File: config.mk
export PLATFORM = sky130hd
export DESIGN_NAME = dmvb_vector_ram
export DESIGN_NICKNAME = d
export VERILOG_FILES = /design/src/rtl/dense_matrix_vector_bias_core_defines.svh /design/src/rtl/dmvb_pkg.sv /design/src/rtl/dmvb_vector_ram.sv
export SDC_FILE = /design/constraint.sdc
export NUM_CORES = 2
export LEC_CHECK = 0
export BUFFER_PORTS_ARGS = -buffer_cell sky130_fd_sc_hd__buf_2
export CAP_MARGIN = 40
export CORE_ASPECT_RATIO = 0.9
export CORE_UTILIZATION = 31
export DETAILED_ROUTE_END_ITERATION = 10
export HOLD_SLACK_MARGIN = 0.12
export MAX_ROUTING_LAYER = met4
export SLEW_MARGIN = 0
export SYNTH_ARGS = -nofsm -noshare
export SYNTH_HDL_FRONTEND = slang
export SYNTH_SLANG_ARGS = --single-unit
File: constraint.sdc
create_clock -name clk -period 3.2 [get_ports clk]
set_input_delay 0.48 -clock clk [delete_from_list [all_inputs] [get_ports clk]]
set_output_delay 0.48 -clock clk [all_outputs]
set_load 0.005 [all_outputs]
File: src/rtl/dense_matrix_vector_bias_core_defines.svh
// ----------------------------------------------------------------------------
// Dense matrix-vector bias core: assertion macros
// Clocked, reset-qualified property checks used by the core RTL. They expand
// to nothing in synthesis builds.
// ----------------------------------------------------------------------------
`ifndef DENSE_MATRIX_VECTOR_BIAS_CORE_DEFINES_SVH
`define DENSE_MATRIX_VECTOR_BIAS_CORE_DEFINES_SVH

`ifndef SYNTHESIS
// property checked at every clock edge out of reset
`define DMVB_ASSERT(name, prop, msg) \
    name: assert property (@(posedge clk) disable iff (!rst_n) prop) \
        else $error(msg);
// consequent must hold in the cycle after the antecedent
`define DMVB_ASSERT_NEXT(name, ante, cons, msg) \
    name: assert property (@(posedge clk) disable iff (!rst_n) (ante) |=> (cons)) \
        else $error(msg);
`else
`define DMVB_ASSERT(name, prop, msg)
`define DMVB_ASSERT_NEXT(name, ante, cons, msg)
`endif

`endif

File: src/rtl/dmvb_pkg.sv
// ----------------------------------------------------------------------------
// Dense matrix-vector bias core: shared package
// Widths, register indexes, state codes and the MAC control bundle.
// ----------------------------------------------------------------------------
package dmvb_pkg;

    // vector store geometry
    localparam int VEC_DEPTH   = 256;
    localparam int VEC_AW      = $clog2(VEC_DEPTH);
    localparam int MAX_COLUMNS = VEC_DEPTH;
    localparam int MAX_ROWS    = 256;
    localparam int ROW_AW      = $clog2(MAX_ROWS);

    // field widths
    localparam int COUNT_W   = 9;
    localparam int VALUE_W   = 16;
    localparam int BIAS_W    = 32;
    localparam int PROD_W    = 2 * VALUE_W;
    localparam int ACC_W     = 48;
    localparam int RESULT_W  = 32;
    localparam int ROW_IDX_W = 8;
    localparam int CFG_IDX_W = 2;
    localparam int CFG_W     = COUNT_W;
    localparam int IN_DATA_W  = 48;
    localparam int OUT_DATA_W = 40;

    // clamped counts as count-width constants
    localparam logic [COUNT_W-1:0] MAX_ROWS_C    = COUNT_W'(MAX_ROWS);
    localparam logic [COUNT_W-1:0] MAX_COLUMNS_C = COUNT_W'(MAX_COLUMNS);

    // configuration register indexes
    typedef enum logic [CFG_IDX_W-1:0] {
        REG_ROW_COUNT    = 2'd0,
        REG_COLUMN_COUNT = 2'd1,
        REG_BIAS_ENABLE  = 2'd2
    } cfg_reg_t;

    // input selector and output status codes
    localparam logic FUNC_LOAD      = 1'b0;
    localparam logic FUNC_WEIGHT    = 1'b1;
    localparam logic STATUS_OK      = 1'b0;
    localparam logic STATUS_INVALID = 1'b1;

    // sequencer states
    typedef enum logic [3:0] {
        S_IDLE = 4'b0001,
        S_MUL  = 4'b0010,
        S_ACC  = 4'b0100,
        S_OUT  = 4'b1000
    } state_t;

    // control from the sequencer to the MAC
    typedef struct packed {
        logic mul_en;
        logic acc_en;
        logic first;
        logic bias_en;
        logic clear;
    } mac_ctrl_t;

endpackage

File: src/rtl/dmvb_vector_ram.sv
// ----------------------------------------------------------------------------
// Dense matrix-vector bias core: vector store
// Single-port-write, single-port-read synchronous RAM holding the input
// vector. Read data is registered.
// ----------------------------------------------------------------------------
module dmvb_vector_ram (
    input  logic                          clk,
    input  logic                          wr_en,
    input  logic [dmvb_pkg::VEC_AW-1:0]   wr_addr,
    input  logic [dmvb_pkg::VALUE_W-1:0]  wr_data,
    input  logic                          rd_en,
    input  logic [dmvb_pkg::VEC_AW-1:0]   rd_addr,
    output logic [dmvb_pkg::VALUE_W-1:0]  rd_data
);

    logic [dmvb_pkg::VALUE_W-1:0] mem [dmvb_pkg::VEC_DEPTH];
    logic [dmvb_pkg::VALUE_W-1:0] rd_data_reg;

    // write port
    always_ff @(posedge clk)
    begin
        if (wr_en)
        begin
            mem[wr_addr] <= wr_data;
        end
    end

    // registered read port
    always_ff @(posedge clk)
    begin
        if (rd_en)
        begin
            rd_data_reg <= mem[rd_addr];
        end
    end

    assign rd_data = rd_data_reg;

endmodule

==> impl_metrics.csv <==
group,metric,value,unit
layout,fin_nets,8351,
placed_design,pre_cts_slack,-733,ps
clocking,tritoncts,"built",
critical_path,critical_path.most_common_cell,"buf_12",
global_routing,grt_overflow,0,
drt,first_iter_violations,10200,
synthesis,yosysWarnings,0,
layout,layout-drive-gt1-share,0.289,
global_routing,grt_pass1_vias,80700,
floorplanning,dieArea,515000,um^2
synthesis,yosysSeqAreaShare,0.777,
floorplanning,start_util,0.311,
synthesis,synth-seq-cells,4112,
run_status,violations,"design-rule violations",
critical_path,worst_setup_path_end_kind,"flip-flop",
layout,syn2layout_area_growth,17.8,%
layout,largest_reg_flops,4096,
drt,routed_wl,434000,um
timing,slew_headroom,0.222,
drt,wl_per_cell,28.1,um
drt,ant_nets,0,
critical_path,critPathKind,"in2reg",
critical_path,critPathBufInv,6,
critical_path,critPathLaunchType,"input pin",
timing,fin_skew,79.7,ps
synthesis,yosysUniqueCellTypes,51,
layout,final_cell_area,187000,um^2
timing,period_share,0.938,
drt,vias,80800,
synthesis,synth_common_cells,"edfxtp_1, mux4_2, mux2i_1, nor2_1, o221ai_1",
placed_design,placed_cell_area,174000,um^2
timing,rsz0062_at_grt,"no",
floorplanning,ios,51,
synthesis,synth_most_common_cell,"edfxtp_1",
timing,finalHoldViolCount,0,
clocking,clockBufferDepth,4,
drt,first_pass_iters,11,
power,p_sw_frac,0.217,
clocking,numCtsBuffers,407,
drt,routed_via_density,5.23,
critical_path,critPathTopFamily,"buffers and inverters",
global_routing,grt_pass1_wl,612000,um
synthesis,syn-instance-count,7360,
floorplanning,fp.dieH,681,um
power,p_switching,24200,uW
critical_path,crit_chain,"buf_12, buf_12, buf_12, buf_4, mux2i_1, o221ai_1, a21oi_1, nor3_1, o32ai_1, buf_2, buf_4, nor4_1",
global_routing,grt_max_degree,140,
placed_design,dp_cells,14700,
power,clock_power_share,0.412,
synthesis,synth-edff-count,4112,
timing,min_period,3000,ps
layout,fin_cells,15400,
timing,fmax,333,MHz
clocking,clk_latency,990,ps
critical_path,cp.arrival,3780,ps
clocking,cts_sinks,4112,
clocking,clk_pin_slew_worst_paths,60,ps
placed_design,io_buffers,50,
hold_path,min_path_type,"in2reg",
synthesis,yosys.area.top_type_share,0.777,
floorplanning,fp-row-count,249,
critical_path,critPathMaxStageDelay,700,ps
timing,slew_viol_final,0,
run_status,status,"finished with violations",
placed_design,place.gp.congestion,0.878,
floorplanning,die_x,757,um
synthesis,ys_top_cells_by_area,"edfxtp_1, mux4_2, mux2i_1, o221ai_1, nor2_1",
power,p_seq_frac,0.533,
power,power.internal,87500,uW
clocking,clockRootBuffer,"clkbuf_16",
clocking,h-tree-depth,5,
global_routing,track_usage,0.169,
global_routing,antenna_found_initial,37,
power,cellPowerDensity,597,nW/um^2
synthesis,ys_async_sr_fraction,0,
drt,drc,4,
power,pwr-share-comb,0.055,
critical_path,slowest_stage,"nor3_1",
synthesis,post_synth.cell_area_avg,21.6,um^2
power,leakagePower,0.0594,uW
timing,worstMarginPinSlew,1170,ps
floorplanning,core,511000,um^2
synthesis,synthesis.area,159000,um^2
timing,worst_slack,198,ps
job,drv_cap,0,
synthesis,synth_nets,7395,
placed_design,hpwl,271000,um
power,ir_worst_vdd,0.452,mV
synthesis,synth_top_area_cell,"edfxtp_1",
critical_path,crit_required,3980,ps
critical_path,cp_max_fo,35,
timing,final-setup-viol-count,0,
synthesis,yosys_most_used_dff,"edfxtp_1",
==> cells in the final DEF (no fill, tap or decap), drive strengths merged, types with 38 or more instances in the layout <==
master	n
mux4	797
clkinv	193
edfxtp	4112
a22oi	43
o21ai	38
o221ai	253
o22ai	148
nor2	304
a21oi	175
nor3	92
mux2	88
clkbuf	495
mux2i	565
buf	979
nand2	38
==> area by class of cell <==
type | instances | area [um^2]
clock buffers | 494 | 10600
flip-flops and latches | 4112 | 123000
inverters | 4 | 27.5
fillers | 45800 | 324000
diodes | 21 | 52.6
clock inverters | 245 | 2190
repair buffers | 999 | 9330
well taps | 6777 | 8480
multi-input cells | 2792 | 32900
==> worst reg2reg max path: stages, from the launching register on <==
cell	delay (ps)
edfxtp_1	360
mux4_2	480
mux2_2	290
a221oi_2	570
o31ai_1	260
buf_4	200
o32ai_1	330
buf_4	220
nor4_1	50
==> timing repair <==
| action | CTS | global route |
|---|---|---|
| buffers inserted | 0 | 0 |
| hold buffers | 19 | 0 |
| endpoints found under the hold margin | 871 | 0 |
| gates resized for setup | 1 | 0 |
| setup endpoints to repair | 1 | 0 |
==> kinds of logic (layout without fill, tap and decap cells) <==
logic type             count (synthesis)  after routing  share of synthesized area
buffers and inverters                456           1742                     0.0169
AOI/OAI and AO/OA                    786            786                     0.0353
DFF                                 4112           4112                      0.777
muxes                               1450           1450                      0.155
and+or+nand+nor                      556            556                     0.0157
other                                  0             21                          0
==> per-layer routing <==
layer / track usage / wire [um] / up-vias
met4: 0.0533 / 15000 / 0
met3: 0.0292 / 36800 / 654
met5: - / 0 / -
met2: 0.265 / 206000 / 3731
li1: - / - / 33300
met1: 0.224 / 177000 / 43100
==> per-stage QoR <==
stage	util	hold slack [ps]	total power, uW	setup TNS (ps)
floorplan	-	579	63500	0
global placement	0.341	779	66600	-9150
detailed placement	0.341	785	66700	-8360
CTS	0.366	226	112000	0
global route	0.366	304	115000	0
finish	0.366	309	112000	0
==> path summary, 6_finish.rpt <==
kind | startpoint | endpoint | slack, ps | cells past startpoint
worst max-delay path | rd_addr[0] | rd_data[1] | 200 | 12
worst min-delay path | wr_addr[2] | mem[157][2] | 310 | 4
worst max register to register | mem[131][2] | rd_data[2] | 200 | 8
worst min register to register | mem[216][4] | rd_data[4] | 1140 | 5
==> power groups by stage <==
stage / sequential (uW) / clock [uW] / combinational, uW
finish: 59500 / 46100 / 6120
global route: 59500 / 48700 / 6390
CTS: 59500 / 46800 / 6130
detailed placement: 60700 / 0 / 6090
global placement: 60600 / 0 / 5980
floorplan: 60600 / 0 / 2930
Note: power is estimated with default switching activity, not from simulation.
