==> src/rtl/dense_matrix_vector_bias_core_defines.svh <==
// ----------------------------------------------------------------------------
// Dense matrix-vector bias core: assertion macros
// Clocked, reset-qualified property checks used by the core RTL. They expand
// to nothing in synthesis builds.
// ----------------------------------------------------------------------------
`ifndef DENSE_MATRIX_VECTOR_BIAS_CORE_DEFINES_SVH
`define DENSE_MATRIX_VECTOR_BIAS_CORE_DEFINES_SVH

`ifndef SYNTHESIS
// property checked at every clock edge out of reset
`define DMVB_ASSERT(name, prop, msg) \
    name: assert property (@(posedge clk) disable iff (!rst_n) prop) \
        else $error(msg);
// consequent must hold in the cycle after the antecedent
`define DMVB_ASSERT_NEXT(name, ante, cons, msg) \
    name: assert property (@(posedge clk) disable iff (!rst_n) (ante) |=> (cons)) \
        else $error(msg);
`else
`define DMVB_ASSERT(name, prop, msg)
`define DMVB_ASSERT_NEXT(name, ante, cons, msg)
`endif

`endif

==> src/rtl/dmvb_pkg.sv <==
// ----------------------------------------------------------------------------
// Dense matrix-vector bias core: shared package
// Widths, register indexes, state codes and the MAC control bundle.
// ----------------------------------------------------------------------------
package dmvb_pkg;

    // vector store geometry
    localparam int VEC_DEPTH   = 256;
    localparam int VEC_AW      = $clog2(VEC_DEPTH);
    localparam int MAX_COLUMNS = VEC_DEPTH;
    localparam int MAX_ROWS    = 256;
    localparam int ROW_AW      = $clog2(MAX_ROWS);

    // field widths
    localparam int COUNT_W   = 9;
    localparam int VALUE_W   = 16;
    localparam int BIAS_W    = 32;
    localparam int PROD_W    = 2 * VALUE_W;
    localparam int ACC_W     = 48;
    localparam int RESULT_W  = 32;
    localparam int ROW_IDX_W = 8;
    localparam int CFG_IDX_W = 2;
    localparam int CFG_W     = COUNT_W;
    localparam int IN_DATA_W  = 48;
    localparam int OUT_DATA_W = 40;

    // clamped counts as count-width constants
    localparam logic [COUNT_W-1:0] MAX_ROWS_C    = COUNT_W'(MAX_ROWS);
    localparam logic [COUNT_W-1:0] MAX_COLUMNS_C = COUNT_W'(MAX_COLUMNS);

    // configuration register indexes
    typedef enum logic [CFG_IDX_W-1:0] {
        REG_ROW_COUNT    = 2'd0,
        REG_COLUMN_COUNT = 2'd1,
        REG_BIAS_ENABLE  = 2'd2
    } cfg_reg_t;

    // input selector and output status codes
    localparam logic FUNC_LOAD      = 1'b0;
    localparam logic FUNC_WEIGHT    = 1'b1;
    localparam logic STATUS_OK      = 1'b0;
    localparam logic STATUS_INVALID = 1'b1;

    // sequencer states
    typedef enum logic [3:0] {
        S_IDLE = 4'b0001,
        S_MUL  = 4'b0010,
        S_ACC  = 4'b0100,
        S_OUT  = 4'b1000
    } state_t;

    // control from the sequencer to the MAC
    typedef struct packed {
        logic mul_en;
        logic acc_en;
        logic first;
        logic bias_en;
        logic clear;
    } mac_ctrl_t;

endpackage

==> src/rtl/dmvb_mac.sv <==
// ----------------------------------------------------------------------------
// Dense matrix-vector bias core: multiply-accumulate unit
// Registered 16x16 product, 48-bit accumulator seeded with bias or zero on a
// row's first column, and saturation of the sum to signed 32 bits.
// ----------------------------------------------------------------------------
module dmvb_mac (
    input  logic                                  clk,
    input  logic                                  rst_n,
    input  dmvb_pkg::mac_ctrl_t                   ctrl,
    input  logic signed [dmvb_pkg::VALUE_W-1:0]   weight,
    input  logic signed [dmvb_pkg::VALUE_W-1:0]   element,
    input  logic signed [dmvb_pkg::BIAS_W-1:0]    bias,
    output logic signed [dmvb_pkg::RESULT_W-1:0]  sat_sum
);

    localparam int ACC_W    = dmvb_pkg::ACC_W;
    localparam int RESULT_W = dmvb_pkg::RESULT_W;

    logic signed [dmvb_pkg::PROD_W-1:0] product_reg;
    logic signed [ACC_W-1:0]            acc_reg;
    logic signed [ACC_W-1:0]            acc_next;
    logic signed [ACC_W-1:0]            acc_base;
    logic                               fits;

    // product stage
    always_ff @(posedge clk)
    begin
        if (ctrl.mul_en)
        begin
            product_reg <= weight * element;
        end
    end

    // accumulate: first column restarts from bias or zero
    always_comb
    begin
        if (ctrl.first)
        begin
            acc_base = ctrl.bias_en ? ACC_W'(bias) : '0;
        end
        else
        begin
            acc_base = acc_reg;
        end
        acc_next = acc_base + ACC_W'(product_reg);
    end

    always_ff @(posedge clk or negedge rst_n)
    begin
        if (!rst_n)
        begin
            acc_reg <= '0;
        end
        else if (ctrl.clear)
        begin
            acc_reg <= '0;
        end
        else if (ctrl.acc_en)
        begin
            acc_reg <= acc_next;
        end
    end

    // saturate: fits when all bits above the result sign match it
    assign fits = (acc_reg[ACC_W-1:RESULT_W-1] == '0) || (acc_reg[ACC_W-1:RESULT_W-1] == '1);

    always_comb
    begin
        if (fits)
        begin
            sat_sum = acc_reg[RESULT_W-1:0];
        end
        else if (acc_reg[ACC_W-1])
        begin
            sat_sum = {1'b1, {(RESULT_W-1){1'b0}}};
        end
        else
        begin
            sat_sum = {1'b0, {(RESULT_W-1){1'b1}}};
        end
    end

endmodule

==> config.mk <==
export PLATFORM = sky130hd
export DESIGN_NAME = dmvb_mac
export DESIGN_NICKNAME = d
export VERILOG_FILES = /design/src/rtl/dense_matrix_vector_bias_core_defines.svh /design/src/rtl/dmvb_pkg.sv /design/src/rtl/dmvb_mac.sv
export SDC_FILE = /design/constraint.sdc
export NUM_CORES = 1
export LEC_CHECK = 0
export BUFFER_PORTS_ARGS = -buffer_cell sky130_fd_sc_hd__buf_2
export CAP_MARGIN = 25
export CORE_MARGIN = 2
export CORE_UTILIZATION = 64
export DETAILED_ROUTE_END_ITERATION = 8
export PLACE_DENSITY = 0.8
export SKIP_CTS_REPAIR_TIMING = 1
export SYNTH_ARGS = -nofsm -noshare
export SYNTH_HDL_FRONTEND = slang
export SYNTH_SLANG_ARGS = --single-unit
==> constraint.sdc <==
create_clock -name clk -period 4.7 [get_ports clk]
set_clock_uncertainty 0.2 [all_clocks]
set_input_delay 0.47 -clock clk [delete_from_list [all_inputs] [get_ports clk]]
set_output_delay 0.47 -clock clk [all_outputs]
set_load 0.02 [all_outputs]
==> results.toml <==
[outcome]
run_status = "finished with violations"
violations = "negative setup slack"

[timing]
worst_slew_pin_slew_ns = 0.999
hold_viol = 0
period_needed_ns = 6.05
maxSlewHeadroom = 0.333
fmax_mhz = 165
slew_viol_final = 0
finalSetupViolCount = 23
post-route-period-util = 1.29
setup_tns_ns = -19.96
setup_slack_ns = -1.35
rsz0062_at_grt = "yes"

[synthesis]
ys_types = 71
avgSynthCellArea_um2 = 8.74
synth-seq-cells = 80
synth-adder-area-share = 0.422
synth.cell_area_um2 = 16300
syn_nets = 2327
synthCells = 1864
synthMuxAreaShare = 0.0147
yosysWarnings = 0
synth_top_area_frac = 0.323
synth_compound_area_frac = 0.136
async_flop_share = 0.600
synth_ff_type = "dfrtp_1"
synth_commonest_cells = "inv_1, fa_1, nand2_1"
yosys.area_share.simple = 0.159
synth_top_area_cell = "fa_1"
synth-edff-count = 32
synth_top_family_by_area = "adder cells"
synth_xor_area_frac = 0.0355
yosysSeqAreaShare = 0.133
yosysMostFrequentCell = "inv_1"
netlist_top_cells_area = "fa_1, ha_1, inv_1"

[route]
first_pass_iters = 5
post-route-drc-count = 0
drt-initial-drc-count = 891
vias_per_cell = 5.64
num_vias = 13700
drtAntennaViolNets = 0
routedWlPerCell_um = 17.5
drt-total-wl_mm = 42.6

[cells_and_area]
final_nets = 2560
antenna_cells = 0
syn_to_final_growth_pct = 19.6
largest_reg_flops = 48
drive_gt1_frac = 0.212

[clock_tree]
htree_levels = 3
cts_tree = "done"
cts-buffers-inserted = 9
root_buffer = "clkbuf_16"
cts.sinks = 80
clk_latency_ns = 0.34
clk_pin_slew_ns = 0.06
clk_path_buf_depth = 2

[setup_path]
worstSetupPathType = "in -> reg"
path_max_fanout = 8
slowest_delay_ns = 0.57
cp_num_buf_inv = 6
critPathSlowestCell = "fa_1"
arrival_ns = 5.95
r2r-end = "acc_reg[42]$_DFFE_PN0P_"
cp_top_family = "adder cells"
cp_common_cell = "fa_1"
endpoint_kind = "flop"
required_ns = 4.59
r2r-start = "acc_reg[0]$_DFFE_PN0P_"
crit_path_cell_trace = "buf_12 > buf_6 > and2_4 > fa_1 > inv_2 > fa_1 > fa_1 > inv_2 > fa_1 > fa_1 > inv_2 > fa_1 > inv_2 > ha_4 > nor3_2 > o21ai_2 > a21oi_2 > o211ai_1 > a32oi_2 > a21oi_2 > a211o_1 > a21oi_2 > xnor2_1"
ff2ff_setup_slack_ns = 0.82
r2r_cells = 14
crit_path_start_kind = "input port"
crit_start = "element[5]"

[placed_design]
gp_congestion = 0.912
io_buffers = 102
dp_hpwl_mm = 33.5

[floorplanning]
ios = 103
fp-row-count = 58
core_area_um2 = 25100
die-area_um2 = 26800
initial_utilization = 0.649
die_height_um = 164
fp.dieW_um = 164

[grt]
grt_pass1_vias = 14200
antenna_found_initial = 0
grt_pass1_wl_mm = 66.3
grt_max_degree = 56
grt_remaining_overflow = 0
track_usage = 0.308

[worst_hold_path]
hold_path.class = "in -> async"

[job]
drv_cap = 0
-- layout make-up --
type / count / area, um^2
clock buffers: 9 / 225
flip-flops and latches: 80 / 2160
fillers: 1635 / 5620
inverters: 361 / 1360
well taps: 330 / 413
repair buffers: 292 / 2160
multi-input cells: 1353 / 13100
clock inverters: 7 / 70.1
-- cells by family after synthesis --
kind of cell               Yosys count
muxes                               24
DFF                                 80
buffers and inverters              431
adders and majority gates          392
and+or+nand+nor                    544
xor gates and xnor gates            66
AOI/OAI and AO/OA                  327
-- per-layer routing --
metal / GRT usage / share of wire
met4: 0.0865 / 0.027
met2: 0.533 / 0.49
met5: 0 / 0
met3: 0.0335 / 0.056
met1: 0.413 / 0.43
-- cells in the final DEF, fill, tap and decap left out, types with 22 or more instances in the layout --
cell type  count
a21o_1        33
dfrtp_1       48
buf_6         22
fa_1         250
buf_2         81
and2_1       112
edfxtp_1      32
o21ai_0       64
buf_4        176
mux2i_1       24
xnor2_1       44
ha_1         109
nor2_1       121
o21a_1        39
nand2_1      192
a21oi_1       53
inv_1        344
-- worst max-delay path by stage --
stage	end	slack, ns	cells past startpoint
2_1_floorplan	product_reg[31]$_DFFE_PP_	-1.24	22
3_3_place_gp	product_reg[31]$_DFFE_PP_	-1.60	22
3_5_place_dp	product_reg[31]$_DFFE_PP_	-1.68	22
4_1_cts	product_reg[31]$_DFFE_PP_	-1.32	22
5_1_grt	product_reg[30]$_DFFE_PP_	-1.49	23
6_report	product_reg[30]$_DFFE_PP_	-1.35	23
-- worst reg2reg max path, delay by kind of cell, from the launching register on --
family	cells	cell delay [ns]
simple gates	2	0.26
flops	1	0.37
buf+inv	2	0.11
fa+ha+maj	2	0.64
compound gates	8	2.18
-- through the flow --
| stage | util | instance area [um^2] | worst slack, ns | cells | hold WS (ns) |
|---|---|---|---|---|---|
| 2_1_floorplan | - | 16700 | -1.24 | 1864 | -0.0256 |
| 3_3_place_gp | 0.738 | 18500 | -1.60 | 2398 | 0.305 |
| 3_5_place_dp | 0.738 | 18500 | -1.68 | 2398 | 0.313 |
| 4_1_cts | 0.750 | 18800 | -1.32 | 2414 | 0.0435 |
| 5_1_grt | 0.776 | 19500 | -1.49 | 2432 | 0.0717 |
| 6_report | 0.776 | 19500 | -1.35 | 2432 | 0.00810 |
Power is not shown: default switching activity piles up to over one toggle a cycle in this logic, so the estimate is an artifact.
